`src/sv/assert_macros.svh`:
```
// Assertion macros shared by the RTL of the frame luma average block.
// No dependencies; included by files that carry concurrent assertions.
`ifndef ASSERT_MACROS_SVH
`define ASSERT_MACROS_SVH

// Property that must hold at every clock edge outside reset.
`define ASSERT_CLKD(label, clk, rst_n, prop, msg) \
	label: assert property (@(posedge clk) disable iff (!rst_n) prop) else $error(msg);

// Condition that must never be seen at a clock edge outside reset.
`define ASSERT_NEVER(label, clk, rst_n, cond, msg) \
	label: assert property (@(posedge clk) disable iff (!rst_n) !(cond)) else $error(msg);

`endif

```
`src/sv/fla_pkg.sv`:
```
// Shared types and constants of the frame luma average block.
// No dependencies; used by the interfaces, controller, datapath and top level.
package fla_pkg;

	localparam int PIX_W      = 8;
	localparam int DIM_W      = 13;
	localparam int AREA_W     = 2 * DIM_W;
	localparam int FSUM_W     = 32;
	localparam int ASUM_W     = 24;
	localparam int CFG_IDX_W  = 2;
	localparam int CFG_DATA_W = 13;
	localparam int DIV_CNT_W  = 4;

	// Rec.709 weights in 16-bit fixed point; they sum to exactly 65536.
	localparam logic [15:0] WEIGHT_B = 16'd4732;
	localparam logic [15:0] WEIGHT_G = 16'd46871;
	localparam logic [15:0] WEIGHT_R = 16'd13933;

	// Configuration register indexes.
	localparam logic [CFG_IDX_W-1:0] REG_LUMA_MODE    = 2'd0;
	localparam logic [CFG_IDX_W-1:0] REG_FRAME_WIDTH  = 2'd1;
	localparam logic [CFG_IDX_W-1:0] REG_FRAME_HEIGHT = 2'd2;

	localparam logic [DIM_W-1:0] FRAME_WIDTH_RST  = 13'd640;
	localparam logic [DIM_W-1:0] FRAME_HEIGHT_RST = 13'd480;

	// Luma modes.
	localparam logic MODE_WEIGHTED = 1'b0;
	localparam logic MODE_VALUE    = 1'b1;

	// The divider runs one saturation check and then eight quotient bits.
	localparam logic [DIV_CNT_W-1:0] DIV_FIRST = 4'd8;
	localparam logic [DIV_CNT_W-1:0] DIV_LAST  = 4'd0;

	typedef struct packed {
		logic [PIX_W-1:0] blue;
		logic [PIX_W-1:0] green;
		logic [PIX_W-1:0] red;
		logic             last_in_frame;
		logic             last_in_video;
	} pix_t;

	typedef struct packed {
		logic [PIX_W-1:0] luma;
		logic             luma_valid;
		logic [PIX_W-1:0] frame_avg;
		logic             frame_avg_valid;
		logic [PIX_W-1:0] video_avg;
		logic             video_avg_valid;
	} res_t;

	typedef struct packed {
		logic             luma_mode;
		logic [DIM_W-1:0] frame_width;
		logic [DIM_W-1:0] frame_height;
	} cfg_t;

	// Controller to datapath.
	typedef struct packed {
		logic capture;
		logic accum;
		logic div_load_frame;
		logic div_load_video;
		logic div_step;
		logic frame_update;
		logic video_finish;
		logic push;
	} cmd_t;

	// Datapath to controller.
	typedef struct packed {
		logic counted;
		logic frame_end;
		logic video_end;
		logic div_last;
	} status_t;

endpackage

```
`src/sv/fla_if.sv`:
```
// Request channel interfaces of the frame luma average block.
// Depends on fla_pkg for the pixel and result payload types.
interface fla_pix_if import fla_pkg::*; ();
	logic valid;
	logic ready;
	pix_t data;

	modport source(output valid, output data, input ready);
	modport sink(input valid, input data, output ready);
endinterface

interface fla_res_if import fla_pkg::*; ();
	logic valid;
	logic ready;
	res_t data;

	modport source(output valid, output data, input ready);
	modport sink(input valid, input data, output ready);
endinterface

```
`src/sv/fla_ctrl.sv`:
```
// Sequencing state machine of the frame luma average block.
// Depends on fla_pkg for the command and status structs.
module fla_ctrl import fla_pkg::*; (
	input  logic    clk,
	input  logic    arst_n,
	input  logic    in_valid,
	output logic    in_ready,
	output logic    out_valid,
	input  logic    out_ready,
	input  status_t st,
	output cmd_t    cmd
);

	typedef enum logic [2:0] {
		ST_IDLE,
		ST_ACCUM,
		ST_FDIV,
		ST_FUPD,
		ST_VLOAD,
		ST_VDIV,
		ST_VFIN,
		ST_PUSH
	} state_t;

	state_t state_q;
	state_t state_nxt;
	logic   out_valid_q;
	logic   slot_free;

	assign slot_free = !out_valid_q || out_ready;
	assign in_ready  = (state_q == ST_IDLE);
	assign out_valid = out_valid_q;

	always_comb begin
		cmd       = '0;
		state_nxt = state_q;
		case (state_q)
			ST_IDLE: begin
				if (in_valid) begin
					cmd.capture = 1'b1;
					state_nxt   = ST_ACCUM;
				end
			end
			ST_ACCUM: begin
				cmd.accum = 1'b1;
				if (st.frame_end && st.counted) begin
					cmd.div_load_frame = 1'b1;
					state_nxt          = ST_FDIV;
				end else if (st.video_end) begin
					state_nxt = ST_VLOAD;
				end else begin
					state_nxt = ST_PUSH;
				end
			end
			ST_FDIV: begin
				cmd.div_step = 1'b1;
				if (st.div_last) begin
					state_nxt = ST_FUPD;
				end
			end
			ST_FUPD: begin
				cmd.frame_update = 1'b1;
				state_nxt        = st.video_end ? ST_VLOAD : ST_PUSH;
			end
			ST_VLOAD: begin
				cmd.div_load_video = 1'b1;
				state_nxt          = ST_VDIV;
			end
			ST_VDIV: begin
				cmd.div_step = 1'b1;
				if (st.div_last) begin
					state_nxt = ST_VFIN;
				end
			end
			ST_VFIN: begin
				cmd.video_finish = 1'b1;
				state_nxt        = ST_PUSH;
			end
			ST_PUSH: begin
				if (slot_free) begin
					cmd.push  = 1'b1;
					state_nxt = ST_IDLE;
				end
			end
			default: begin
				state_nxt = ST_IDLE;
			end
		endcase
	end

	always_ff @(posedge clk or negedge arst_n) begin
		if (!arst_n) begin
			state_q     <= ST_IDLE;
			out_valid_q <= 1'b0;
		end else begin
			state_q <= state_nxt;
			if (cmd.push) begin
				out_valid_q <= 1'b1;
			end else if (out_ready) begin
				out_valid_q <= 1'b0;
			end
		end
	end

endmodule

```
`src/sv/fla_dp.sv`:
```
// Datapath of the frame luma average block: luma, sums, shared divider, result register.
// Depends on fla_pkg; driven by commands from fla_ctrl.
module fla_dp import fla_pkg::*; #(
	parameter int MAX_FRAMES = 65536
) (
	input  logic    clk,
	input  logic    arst_n,
	input  cfg_t    cfg,
	input  pix_t    pix_data,
	input  cmd_t    cmd,
	output status_t st,
	output res_t    res_data
);

	localparam int CW   = $clog2(MAX_FRAMES + 1);
	localparam int DIVW = (CW > AREA_W) ? CW : AREA_W;
	localparam int DSW  = DIVW + PIX_W;

	// Pixel luma, computed from the incoming request.
	logic [23:0]      wsum;
	logic [PIX_W-1:0] vmax;
	logic [PIX_W-1:0] luma_calc;
	logic             counted_calc;

	// Captured request.
	logic [PIX_W-1:0] luma_q;
	logic             counted_q;
	logic             fend_q;
	logic             vend_q;

	// Running statistics.
	logic [AREA_W-1:0] area_q;
	logic [FSUM_W-1:0] fsum_q;
	logic [ASUM_W-1:0] asum_q;
	logic [CW-1:0]     count_q;
	logic [FSUM_W:0]   fsum_ext;
	logic [FSUM_W-1:0] fsum_next;
	logic [ASUM_W:0]   asum_ext;

	// Shared restoring divider.
	logic [FSUM_W-1:0]    rem_q;
	logic [DSW-1:0]       dsh_q;
	logic [PIX_W-1:0]     quo_q;
	logic                 sat_q;
	logic [DIV_CNT_W-1:0] cnt_q;
	logic                 ge;
	logic [PIX_W-1:0]     div_res;

	// Result fields.
	logic [PIX_W-1:0] favg_q;
	logic             favg_valid_q;
	logic [PIX_W-1:0] vavg_q;
	res_t             res_q;

	always_comb begin
		wsum = 24'(WEIGHT_B) * 24'(pix_data.blue) + 24'(WEIGHT_G) * 24'(pix_data.green)
			+ 24'(WEIGHT_R) * 24'(pix_data.red);
		vmax = pix_data.blue;
		if (pix_data.green > vmax) begin
			vmax = pix_data.green;
		end
		if (pix_data.red > vmax) begin
			vmax = pix_data.red;
		end
	end

	assign luma_calc    = (cfg.luma_mode == MODE_VALUE) ? vmax : wsum[23:16];
	assign counted_calc = (cfg.frame_width > DIM_W'(1)) && (cfg.frame_height > DIM_W'(1));

	assign fsum_ext  = {1'b0, fsum_q} + (FSUM_W + 1)'(luma_q);
	assign fsum_next = fsum_ext[FSUM_W] ? '1 : fsum_ext[FSUM_W-1:0];
	assign asum_ext  = {1'b0, asum_q} + (ASUM_W + 1)'(div_res);

	assign ge      = {{(DSW - FSUM_W){1'b0}}, rem_q} >= dsh_q;
	assign div_res = sat_q ? '1 : quo_q;

	assign st.counted   = counted_q;
	assign st.frame_end = fend_q;
	assign st.video_end = vend_q;
	assign st.div_last  = (cnt_q == DIV_LAST);

	assign res_data = res_q;

	// Registered area; users must change configuration only while idle (not enforced).
	always_ff @(posedge clk) begin
		area_q <= AREA_W'(cfg.frame_width) * AREA_W'(cfg.frame_height);
	end

	always_ff @(posedge clk) begin
		if (cmd.capture) begin
			luma_q    <= counted_calc ? luma_calc : '0;
			counted_q <= counted_calc;
			fend_q    <= pix_data.last_in_frame || pix_data.last_in_video;
			vend_q    <= pix_data.last_in_video;
		end
		if (cmd.push) begin
			res_q.luma            <= luma_q;
			res_q.luma_valid      <= counted_q;
			res_q.frame_avg       <= favg_q;
			res_q.frame_avg_valid <= favg_valid_q;
			res_q.video_avg       <= vavg_q;
			res_q.video_avg_valid <= vend_q;
		end
	end

	always_ff @(posedge clk or negedge arst_n) begin
		if (!arst_n) begin
			fsum_q       <= '0;
			asum_q       <= '0;
			count_q      <= '0;
			favg_q       <= '0;
			favg_valid_q <= 1'b0;
			vavg_q       <= '0;
		end else begin
			if (cmd.capture) begin
				favg_q       <= '0;
				favg_valid_q <= 1'b0;
				vavg_q       <= '0;
			end
			if (cmd.accum) begin
				// A skipped frame still drops whatever was summed before it ended.
				fsum_q <= (fend_q && !counted_q) ? '0 : fsum_next;
			end
			if (cmd.frame_update) begin
				favg_q       <= div_res;
				favg_valid_q <= 1'b1;
				fsum_q       <= '0;
				if (count_q < CW'(MAX_FRAMES)) begin
					count_q <= count_q + CW'(1);
					asum_q  <= asum_ext[ASUM_W] ? '1 : asum_ext[ASUM_W-1:0];
				end
			end
			if (cmd.video_finish) begin
				vavg_q  <= (count_q == '0) ? '0 : div_res;
				fsum_q  <= '0;
				asum_q  <= '0;
				count_q <= '0;
			end
		end
	end

	// The first step only checks for a quotient of 256 or more; the next eight
	// produce the quotient bits from the top down.
	always_ff @(posedge clk or negedge arst_n) begin
		if (!arst_n) begin
			cnt_q <= DIV_LAST;
		end else if (cmd.div_load_frame || cmd.div_load_video) begin
			cnt_q <= DIV_FIRST;
		end else if (cmd.div_step) begin
			cnt_q <= cnt_q - DIV_CNT_W'(1);
		end
	end

	always_ff @(posedge clk) begin
		if (cmd.div_load_frame) begin
			rem_q <= fsum_next;
			dsh_q <= {DIVW'(area_q), {PIX_W{1'b0}}};
			quo_q <= '0;
			sat_q <= 1'b0;
		end else if (cmd.div_load_video) begin
			rem_q <= FSUM_W'(asum_q);
			dsh_q <= {DIVW'(count_q), {PIX_W{1'b0}}};
			quo_q <= '0;
			sat_q <= 1'b0;
		end else if (cmd.div_step) begin
			dsh_q <= dsh_q >> 1;
			if (cnt_q == DIV_FIRST) begin
				sat_q <= ge;
			end else begin
				quo_q <= {quo_q[PIX_W-2:0], ge};
				if (ge) begin
					rem_q <= rem_q - dsh_q[FSUM_W-1:0];
				end
			end
		end
	end

endmodule

```
`src/sv/frame_luma_average.sv`:
```
// Pixel requests are taken only while the block is idle, so a new pixel waits until the
// last one is through; a counted frame end adds a pass of the nine-step shared divider,
// and every video end adds one more pass of it, for the video average.
// Reset (arst_n low, asynchronous) clears all sums and the frame count and loads
// luma_mode 0, frame_width 640 and frame_height 480; no clearing pass is needed.
`include "assert_macros.svh"

module frame_luma_average import fla_pkg::*; #(
	parameter int MAX_FRAMES = 65536
) (
	input  logic                  clk,
	input  logic                  arst_n,
	input  logic                  cfg_we,
	input  logic [CFG_IDX_W-1:0]  cfg_index,
	input  logic [CFG_DATA_W-1:0] cfg_data,
	fla_pix_if.sink               pix,
	fla_res_if.source             res
);

	// The block handles one pixel request at a time. The controller walks each request
	// through capture, accumulation and, at frame or video end, one or two passes of a
	// shared restoring divider; the datapath holds the luma logic, the running sums
	// and the result register. A finished result waits in that register, so the next
	// pixel is accepted while the sink is still stalled.

	cfg_t    cfg_q;
	cmd_t    cmd;
	status_t st;

	// Configuration registers. Writes are expected only while the block is idle.
	always_ff @(posedge clk or negedge arst_n) begin
		if (!arst_n) begin
			cfg_q.luma_mode    <= MODE_WEIGHTED;
			cfg_q.frame_width  <= FRAME_WIDTH_RST;
			cfg_q.frame_height <= FRAME_HEIGHT_RST;
		end else if (cfg_we) begin
			case (cfg_index)
				REG_LUMA_MODE:    cfg_q.luma_mode    <= cfg_data[0];
				REG_FRAME_WIDTH:  cfg_q.frame_width  <= cfg_data[DIM_W-1:0];
				REG_FRAME_HEIGHT: cfg_q.frame_height <= cfg_data[DIM_W-1:0];
				default: begin
				end
			endcase
		end
	end

	// Sequencer: it decides which step runs in each cycle and owns both handshakes.
	fla_ctrl u_ctrl (
		.clk       (clk),
		.arst_n    (arst_n),
		.in_valid  (pix.valid),
		.in_ready  (pix.ready),
		.out_valid (res.valid),
		.out_ready (res.ready),
		.st        (st),
		.cmd       (cmd)
	);

	// Datapath: the frame area is a registered 13 by 13 product, and both averages use
	// the same divider, which first tests for saturation at 255 and then resolves eight
	// quotient bits, one per cycle.
	fla_dp #(
		.MAX_FRAMES (MAX_FRAMES)
	) u_dp (
		.clk      (clk),
		.arst_n   (arst_n),
		.cfg      (cfg_q),
		.pix_data (pix.data),
		.cmd      (cmd),
		.st       (st),
		.res_data (res.data)
	);

	// Only one request is in flight, so an accepted pixel always closes the input.
	`ASSERT_CLKD(a_one_in_flight, clk, arst_n, (pix.valid && pix.ready) |=> !pix.ready, "pixel accepted while another is in flight")
	// A frame average is only given for a frame that is counted.
	`ASSERT_NEVER(a_favg_counted, clk, arst_n, res.valid && res.data.frame_avg_valid && !res.data.luma_valid, "frame average on a skipped frame")
	// The video average reads zero unless the result closes the video.
	`ASSERT_NEVER(a_vavg_zero, clk, arst_n, res.valid && !res.data.video_avg_valid && (res.data.video_avg != '0), "video average outside video end")

endmodule

```
`src/flat_wrapper.sv`:
```
// flat-port wrapper written by rule: the top's interface ports become plain ports
module frame_luma_average_flat import fla_pkg::*;
#(
	parameter int MAX_FRAMES = 65536
)
  (clk, arst_n, cfg_we, cfg_index, cfg_data, pix_valid, pix_data, pix_ready, res_valid, res_data, res_ready);
  fla_pix_if pix_i ();
  fla_res_if res_i ();
  input  logic clk;
  input  logic arst_n;
  input  logic cfg_we;
  input  logic [CFG_IDX_W-1:0] cfg_index;
  input  logic [CFG_DATA_W-1:0] cfg_data;
  input wire logic [$bits(pix_i.valid)-1:0] pix_valid;
  input wire logic [$bits(pix_i.data)-1:0] pix_data;
  output wire logic [$bits(pix_i.ready)-1:0] pix_ready;
  output wire logic [$bits(res_i.valid)-1:0] res_valid;
  output wire logic [$bits(res_i.data)-1:0] res_data;
  input wire logic [$bits(res_i.ready)-1:0] res_ready;
  assign pix_i.valid = pix_valid;
  assign pix_i.data = pix_data;
  assign pix_ready = pix_i.ready;
  assign res_valid = res_i.valid;
  assign res_data = res_i.data;
  assign res_i.ready = res_ready;
  frame_luma_average #(.MAX_FRAMES(MAX_FRAMES)) u_core (.clk(clk), .arst_n(arst_n), .cfg_we(cfg_we), .cfg_index(cfg_index), .cfg_data(cfg_data), .pix(pix_i), .res(res_i));
endmodule
```
`config.mk`:
```
export PLATFORM = sky130hd
export DESIGN_NAME = frame_luma_average_flat
export DESIGN_NICKNAME = d
export VERILOG_FILES = /design/src/sv/fla_pkg.sv /design/src/sv/fla_if.sv /design/src/sv/fla_ctrl.sv /design/src/sv/fla_dp.sv /design/src/sv/frame_luma_average.sv /design/src/flat_wrapper.sv
export VERILOG_INCLUDE_DIRS = /design/src /design/src/sv
export SDC_FILE = /design/constraint.sdc
export NUM_CORES = 1
export LEC_CHECK = 0
export ABC_CLOCK_PERIOD_IN_PS = 9160
export BUFFER_PORTS_ARGS = -buffer_cell sky130_fd_sc_hd__buf_2
export CORE_ASPECT_RATIO = 1.5
export CORE_MARGIN = 2
export CORE_UTILIZATION = 65
export DETAILED_ROUTE_END_ITERATION = 12
export PLACE_DENSITY_LB_ADDON = 0.1
export SYNTH_ARGS = -nofsm -noshare
export SYNTH_HDL_FRONTEND = slang
export SYNTH_SLANG_ARGS = --single-unit
```
`constraint.sdc`:
```
create_clock -name clk -period 9.16 [get_ports clk]
set_input_delay 1.832 -clock clk [delete_from_list [all_inputs] [get_ports clk]]
set_output_delay 1.832 -clock clk [all_outputs]
set_load 0.005 [all_outputs]
```
Word level (Yosys, flattened, before mapping)
Cells that the tools add are included.
{ "word_totals": {"wordCells": 143, "inputBits": 46, "output_inout_bits": 29, "reg_bits": 264} }
{ "op_classes": {"n_mux": 51, "reduce_logical": 31, "n_bitwise": 1, "magnitude_cmp": 6, "n_mul": 4, "n_addsub": 7, "eq_ne": 15} }
{ "op_table": {"columns": ["cell", "count"], "rows": [
  ["2-to-1 mux 32 bit", 10],
  ["2-to-1 mux 34 bit", 3],
  ["2-to-1 mux 24 bit", 4],
  ["2-to-1 mux 8 bit", 8],
  ["2-to-1 mux 17 bit", 3],
  [">= comparator 32 x 34 -> 1 bit", 1],
  ["adder 32 x 8 -> 33 bit", 1],
  ["subtractor 32 bit", 1],
  ["> comparator 13 x 1 -> 1 bit, second input constant", 2],
  ["multiplier 13 x 13 -> 26 bit", 1],
  ["adder 24 x 8 -> 25 bit", 1],
  ["adder 21 x 24 -> 24 bit", 1],
  ["adder 24 x 22 -> 24 bit", 1],
  ["multiplier 16 x 8 -> 24 bit, first input constant", 1],
  ["one-hot mux 3 bit (8 select lines)", 1],
  ["multiplier 14 x 8 -> 22 bit, first input constant", 1],
  ["multiplier 11 x 8 -> 19 bit, first input constant", 1],
  ["adder 17 x 1 -> 17 bit, second input constant", 1],
  ["zero test 17 bit", 1],
  ["< comparator 17 bit, second input constant", 1],
  ["> comparator 8 bit", 2],
  ["2-to-1 mux 3 bit", 5],
  ["2-to-1 mux 1 bit", 13],
  ["== test 3 bit, second input constant", 4],
  ["24 further kinds", 47]
]} }

Logic depth before layout (Yosys ltp)
Gate-level depths: netlist of run 1.
{ "depth": {"ltp_word": 6, "ltp_mapped": 34, "depth_no_buf": 34} }

Cells and area by module
From an unflattened synthesis of run 1, not the netlist that was laid out.
{ "hier_totals": {"cells_unflattened": 2659, "area_unflattened_um2": 25804.7} }
{ "modules_own_cells": {"columns": ["module", "n_inst", "seq_area_each_um2", "area_per_inst_um2", "cells_each"], "rows": [
  ["fla_dp", 1, 6095.8, 24354.6, 2561],
  ["frame_luma_average", 1, 683.2, 1132.3, 59],
  ["fla_ctrl", 1, 100.1, 317.8, 39]
]} }

Worst setup path before layout of run 1
No wires, ideal clock.
{ "synth_path": {"kind": "input -> register", "startpoint": "input port pix_data[20]", "endpoint": "register u_core.u_dp.luma_q[6], data pin", "arrival_ns": 8.920, "n_path_buf": 0, "stages": 33, "path_slack_ns": -0.022, "cell_sequence": "inv_1 -> fa_1 -> inv_1 -> ha_1 -> inv_1 -> fa_1 -> fa_1 -> inv_1 -> ha_1 -> a21oi_2 -> o21bai_1 -> a211o_1 -> a31oi_2 -> nor2b_1 -> o21ai_2 -> nor2b_1 -> xnor2_1 -> ha_1 -> fa_1 -> inv_1 -> fa_1 -> fa_1 -> inv_1 -> ha_1 -> nand3_1 -> or3_1 -> a211o_1 -> a31oi_2 -> o41ai_2 -> nor2b_2 -> nor2_1 -> xor2_1 -> o22ai_1"} }
{ "synth_via": {"elab_chain_cells": 5, "elab_cells_between_ends": 8, "cone_classes": "add/sub: 2; mul: 1; order compare: 2; mux: 3"} }
{ "synth_rtl": {"columns": ["item", "line", "rtl"], "rows": [
  ["start, declared", "flat_wrapper.sv:15", "input wire logic [$bits(pix_i.data)-1:0] pix_data;"],
  ["parallel branches: the longest is 4 deep, another holds adder 21 x 24 -> 24 bit", null, null],
  ["2-to-1 mux 8 bit (*)", "fla_dp.sv:67", "assign luma_calc = (cfg.luma_mode == MODE_VALUE) ? vmax : wsum[23:16];"],
  ["end signal, assigned", "fla_dp.sv:91", "luma_q <= counted_calc ? luma_calc : '0;"],
  ["end, declared", "fla_dp.sv:26", "logic [PIX_W-1:0] luma_q;"]
]} }
Every way passes the cells marked *.
A chain may end at the register's enable or synchronous reset.

Final worst setup path of run 1
Ends and elaborated chain as after synthesis.

==> flow_summary.toml, run 1 <==
[logic_synthesis]
synth_top_area_share_pct = 20.6
synth_area_leaders = "fa_1 21%, ha_1 14%, dfrtp_1 12%"
yosys.area_share.simple_pct = 12.6
synth_top_cell_by_area = "fa_1"
syn_nets = 3235
postSynthCellCount = 2649
ys.warnings.count = 0
avgSynthCellArea_um2 = 9.62
ys_ff_latch = 264
synthAdderAreaFrac_pct = 34.2
synth_top_family_by_area = "adder cells"
synth_compound_area_share_pct = 12.6
yosysSeqAreaShare_pct = 27.0
yosys-mux-area-fraction_pct = 2.07
yosysUniqueCellTypes = 93
syn_area_um2 = 25500
synth_flop_cell = "dfrtp_1"
synth-edff-count = 96
async_reset_ff_share_pct = 47.3
synthXorXnorAreaFrac_pct = 3.61

[drt]
vias = 19564
dr.pass1.iters = 7
routed_wl_um = 64500
antenna_left = 0
route.detailed.drc = 0
vias_per_cell = 6.03
wire_per_inst_um = 19.9
initialDrtViolationCount = 1211

[sta]
slew_violations = 0
fin_crit_sh_pct = 98.1
setup_viol = 0
skew_ps = 39.4
hold_violations = 0
maxSlewHeadroom_pct = 23.3
fmax_mhz = 111
max_slew.worst_pin.slew_ps = 1150
tns_ps = 0
final.setup.worst_slack_ps = 174
period_needed_ps = 8990

[setup_path]
cp.arrival_ps = 9270
cp-end-kind = "flip-flop"
path_class = "in2reg"
rrSetupSlack_ps = 3290
critPathMaxFanout = 4
crit_path_start_kind = "primary input"
cp_slowest_cell = "fa_1"
slowest_delay_ps = 550
cp.required_ps = 9440
cpMostUsedCell = "fa_1"

[floorplan]
rows = 88
core_um2 = 38500
die_x_um = 166
die_h_um = 247
start_util_pct = 66.2
die-area_um2 = 40900
io_pins = 75

[layout]
n_fill_cell = 2949
layout-drive-gt1-share_pct = 10.4
final_cells = 3245
synthToLayoutAreaGrowth_pct = 8.93
diodes = 0
final_area_um2 = 27800
nNetsFinal = 3314
final_cell_mix = "446 x inv_1, 272 x ha_1, 260 x fa_1, 248 x nand2_1, 140 x nor2_1"
final_common_cell = "inv_1"

[outcome]
status = "complete, no violations"

[global_routing]
grt_util_all_layers_pct = 31.8
grt_start_max_net_pins = 66
antenna_found_initial = 0
grt_pass1_vias = 20659
grt_overflow = 0
grt_pass1_wl_um = 104000

[clock_tree]
cts_buffers = 28
clk_transition_reported_paths_ps = 60
clk_path_buf_depth = 3
htreeDepth = 1
cts-hold-fix-buffers = 0
clock_sinks = 264
ctsRootBufferMaster = "clkbuf_16"
cts_tree = "yes"
clk_latency_ps = 580

[place]
port_buffers = 74
gp_congestion = 0.971
pre_cts_ws_ps = -526
placed_cell_area_um2 = 26600
post-dp-hpwl_um = 50600
dp_cells = 3188

[flow_run]
maxCapViolCount = 0

[worst_hold_path]
hold_class = "reg2reg"
area by class of cell:
cell class	instances	area [um2]	area share [%]
inverters	450	1690	6.08
flip-flops and latches	264	6880	24.8
clock inverters	19	239	0.861
clock buffers	33	761	2.74
multi-input cells	1850	16800	60.4
repair buffers	134	823	2.96
well taps	495	619	2.23
path summary, 6_finish.rpt:
path                                       startpoint                      end  depth (start not counted)
worst max-delay path                     pix_data[20]    u_core.u_dp.luma_q[6]                         32
worst min register to register  u_core.u_dp.vavg_q[4]  u_core.u_dp.res_data[5]                          0
max in group asynchronous                      arst_n         u_core.cfg_q[16]                          2
worst max register to register        u_core.cfg_q[3]   u_core.u_dp.area_q[25]                         19
min in group asynchronous                      arst_n    u_core.u_dp.favg_q[3]                          1
worst min-delay path            u_core.u_dp.vavg_q[4]  u_core.u_dp.res_data[5]                          0
critical path, delay by kind of cell:
kind	cells	cell delay [ps]
AOI/OAI and AO/OA	8	1560
adders and majority gates	10	4360
xor gates and xnor gates	2	220
and+or+nand+nor	4	690
buffers and inverters	8	590
synth_stat cells (9+ instances only):
cell,n
mux2i_1,19
a31oi_1,22
nor4_1,13
nor2_1,144
nand3_1,41
or3_1,12
a21oi_1,135
xnor2_1,71
mux2_2,30
nand4_1,21
clkbuf_1,68
a21o_1,38
xor2_1,34
inv_1,450
and3_1,23
edfxtp_1,96
nand2_1,249
dfrtp_1,119
o22ai_1,11
and2_1,69
o21a_1,16
a22o_1,18
nor3_1,33
nor2b_1,12
fa_1,262
o21ai_0,109
o21bai_1,12
nand2b_1,16
o21ai_1,18
ha_1,278
dfxtp_1,43
a211oi_1,24
or2_2,9
a222oi_1,17
kinds of logic after synthesis:
logic type / after synthesis
compound gates: 485
xor+xnor: 105
fa+ha+maj: 540
simple gates: 671
buf+inv: 535
mux: 49
flops: 264
state kept, by name, indices dropped and copies added (netlist names):
| signal | cells |
|---|---|
| u_core.u_dp.dsh_q | 34 |
| u_core.u_dp.fsum_q | 32 |
| u_core.u_dp.rem_q | 32 |
| u_core.cfg_q | 27 |
| u_core.u_dp.res_data | 27 |
| u_core.u_dp.area_q | 26 |
| u_core.u_dp.asum_q | 24 |
| u_core.u_dp.count_q | 17 |
| u_core.u_dp.favg_q | 8 |
| u_core.u_dp.luma_q | 8 |
| u_core.u_dp.quo_q | 8 |
| u_core.u_dp.vavg_q | 8 |
| u_core.u_dp.cnt_q | 4 |
| u_core.u_ctrl.state_q | 3 |
| u_core.u_ctrl.out_valid | 1 |
| u_core.u_dp.counted_q | 1 |
| u_core.u_dp.favg_valid_q | 1 |
| u_core.u_dp.fend_q | 1 |
| u_core.u_dp.sat_q | 1 |
| u_core.u_dp.vend_q | 1 |
per-layer routing:
metal | GRT usage, % | up-vias | share of wire [%]
met1 | 35.9 | 9725 | 37
met3 | 2.52 | 201 | 4.2
met4 | 16.6 | 0 | 5.6
li1 | - | 8982 | -
met2 | 59.9 | 656 | 53
met5 | 0 | - | 0
timing repair:
item	CTS	global route
buffers inserted	0	5
gates resized for setup	0	22
endpoints found under the setup margin	0	7
through the flow:
stage	utilization (%)	hold WS (ps)
2_1_floorplan	-	425
5_1_grt	72.1	462
4_1_cts	71.6	450
3_3_place_gp	69.0	431
3_5_place_dp	69.0	433
6_report	72.1	448
Power of run 1 is left out: the tool's default activity adds up to more than one toggle a clock period on the data nets, which glitch-free logic cannot reach.
==> run 2, diff against run 1 <==
Settings changed: CORE_UTILIZATION 65 to 60, REMOVE_ABC_BUFFERS set to 1.
==> run 2 against run 1 <==
Via count shrank 1.3%; wire length shrank 1.3%; worst setup slack gained 130 ps; first-iteration DRC count shrank 0.99%; cell area grew 0.35%; core utilization shrank 5.7 points; cell count grew 2.2%; global-route usage shrank 2.1 points; critical path type unchanged; hold slack is essentially flat; register-to-register slack lost 30 ps; highest routed layer unchanged.
==> flow_summary.toml, run 2 (same netlist as run 1, synthesis figures left out) <==
[layout]
final_common_cell = "inv_1"
largest-register = "u_core.u_dp.dsh_q"
largest_reg_flops = 34
final_cell_mix = "445 x inv_1, 270 x ha_1, 258 x fa_1, 248 x nand2_1, 141 x nor2_1"
layout-drive-gt1-share_pct = 10.8
nNetsFinal = 3317
final_area_um2 = 27900
reg_top3 = "u_core.u_dp.dsh_q: 34 flops, u_core.u_dp.fsum_q: 32 flops, u_core.u_dp.rem_q: 32 flops"
synthToLayoutAreaGrowth_pct = 9.31

[global_routing]
grt_util_all_layers_pct = 29.7
antenna_found_initial = 1
grt_overflow = 0
grt_pass1_wl_um = 103000
grt_pass1_vias = 20211
grt_start_max_net_pins = 70

[clock_tree]
cts_buffers = 27
htreeDepth = 1
clk_path_buf_depth = 3
cts_tree = "yes"
ctsRootBufferMaster = "clkbuf_16"
clock_sinks = 264
clk_transition_reported_paths_ps = 70
cts-hold-fix-buffers = 0
clk_latency_ps = 570

[setup_path]
cp-end-kind = "flip-flop"
cp_slowest_cell = "fa_1"
critPathMaxFanout = 4
cp.required_ps = 9460
path_class = "in2reg"
cp.arrival_ps = 9160
cpMostUsedCell = "fa_1"
slowest_delay_ps = 550
crit_path_start_kind = "primary input"

[sta]
skew_ps = 26.4
fin_crit_sh_pct = 96.7
slew_violations = 0
final.setup.worst_slack_ps = 301
setup_viol = 0
hold_violations = 0
fmax_mhz = 113
tns_ps = 0
maxSlewHeadroom_pct = 29.1
max_slew.worst_pin.slew_ps = 1060
period_needed_ps = 8860

[place]
gp_congestion = 0.966
pre_cts_ws_ps = -425
post-dp-hpwl_um = 49800
placed_cell_area_um2 = 26700
port_buffers = 74

[flow_run]
maxCapViolCount = 0

[floorplan]
die-area_um2 = 44200
start_util_pct = 60.7
rows = 92
die_h_um = 256
die_x_um = 172
core_um2 = 42000
io_pins = 75

[worst_hold_path]
hold_class = "reg2reg"

[drt]
vias_per_cell = 5.82
route.detailed.drc = 0
wire_per_inst_um = 19.2
dr.pass1.iters = 8
routed_wl_um = 63600
initialDrtViolationCount = 1199
vias = 19300
antenna_left = 0

[outcome]
status = "complete, no violations"
## run 2: final cells by class
class / count / area [um2]
clock buffers: 30 / 697
flip-flops and latches: 264 / 6880
fillers: 3444 / 14100
inverters: 450 / 1690
well taps: 564 / 706
repair buffers: 138 / 857
diodes: 1 / 2.50
multi-input cells: 1850 / 16800
clock inverters: 20 / 248
## run 2: worst paths after layout
path,from,end,slack [ps],cells after the start
worst max register to register,u_core.cfg_q[19],u_core.u_dp.area_q[25],3260,19
worst min register to register,u_core.u_dp.favg_q[6],u_core.u_dp.res_data[16],450,0
worst min-delay path,u_core.u_dp.favg_q[6],u_core.u_dp.res_data[16],450,0
min in group asynchronous,arst_n,u_core.u_dp.vavg_q[7],1290,1
max in group asynchronous,arst_n,u_core.cfg_q[13],6630,2
worst max-delay path,pix_data[23],u_core.u_dp.luma_q[6],300,31
## run 2: metrics by stage
step	cells	hold slack, ps	utilization, %
after floorplan	2564	425	-
after global placement	3261	431	63.6
after detailed placement	3261	434	63.6
after CTS	3311	450	65.8
after global routing	3316	463	66.3
final	3317	448	66.3
## run 2: per-layer routing
layer  GRT usage (%)  part of all wire [%]  vias up
li1                -                     -     9004
met1            34.8                    38     9556
met2            53.6                    52      563
met3            3.30                   4.6      177
met4            13.9                   5.3        0
met5               0                     0        -
## run 2: worst max-delay path, delay by kind of cell
family / cells / cell delay [ps]
compound gates: 7 / 1400
xor+xnor: 2 / 200
fa+ha+maj: 10 / 4400
buf+inv: 8 / 670
simple gates: 4 / 680
## run 2: repair_timing
action / in CTS / in global routing
hold endpoints to repair: 0 / 0
gates resized for setup: 0 / 30
setup buffers: 0 / 5
endpoints found under the setup margin: 0 / 5
Power of run 2 is left out for the same reason.
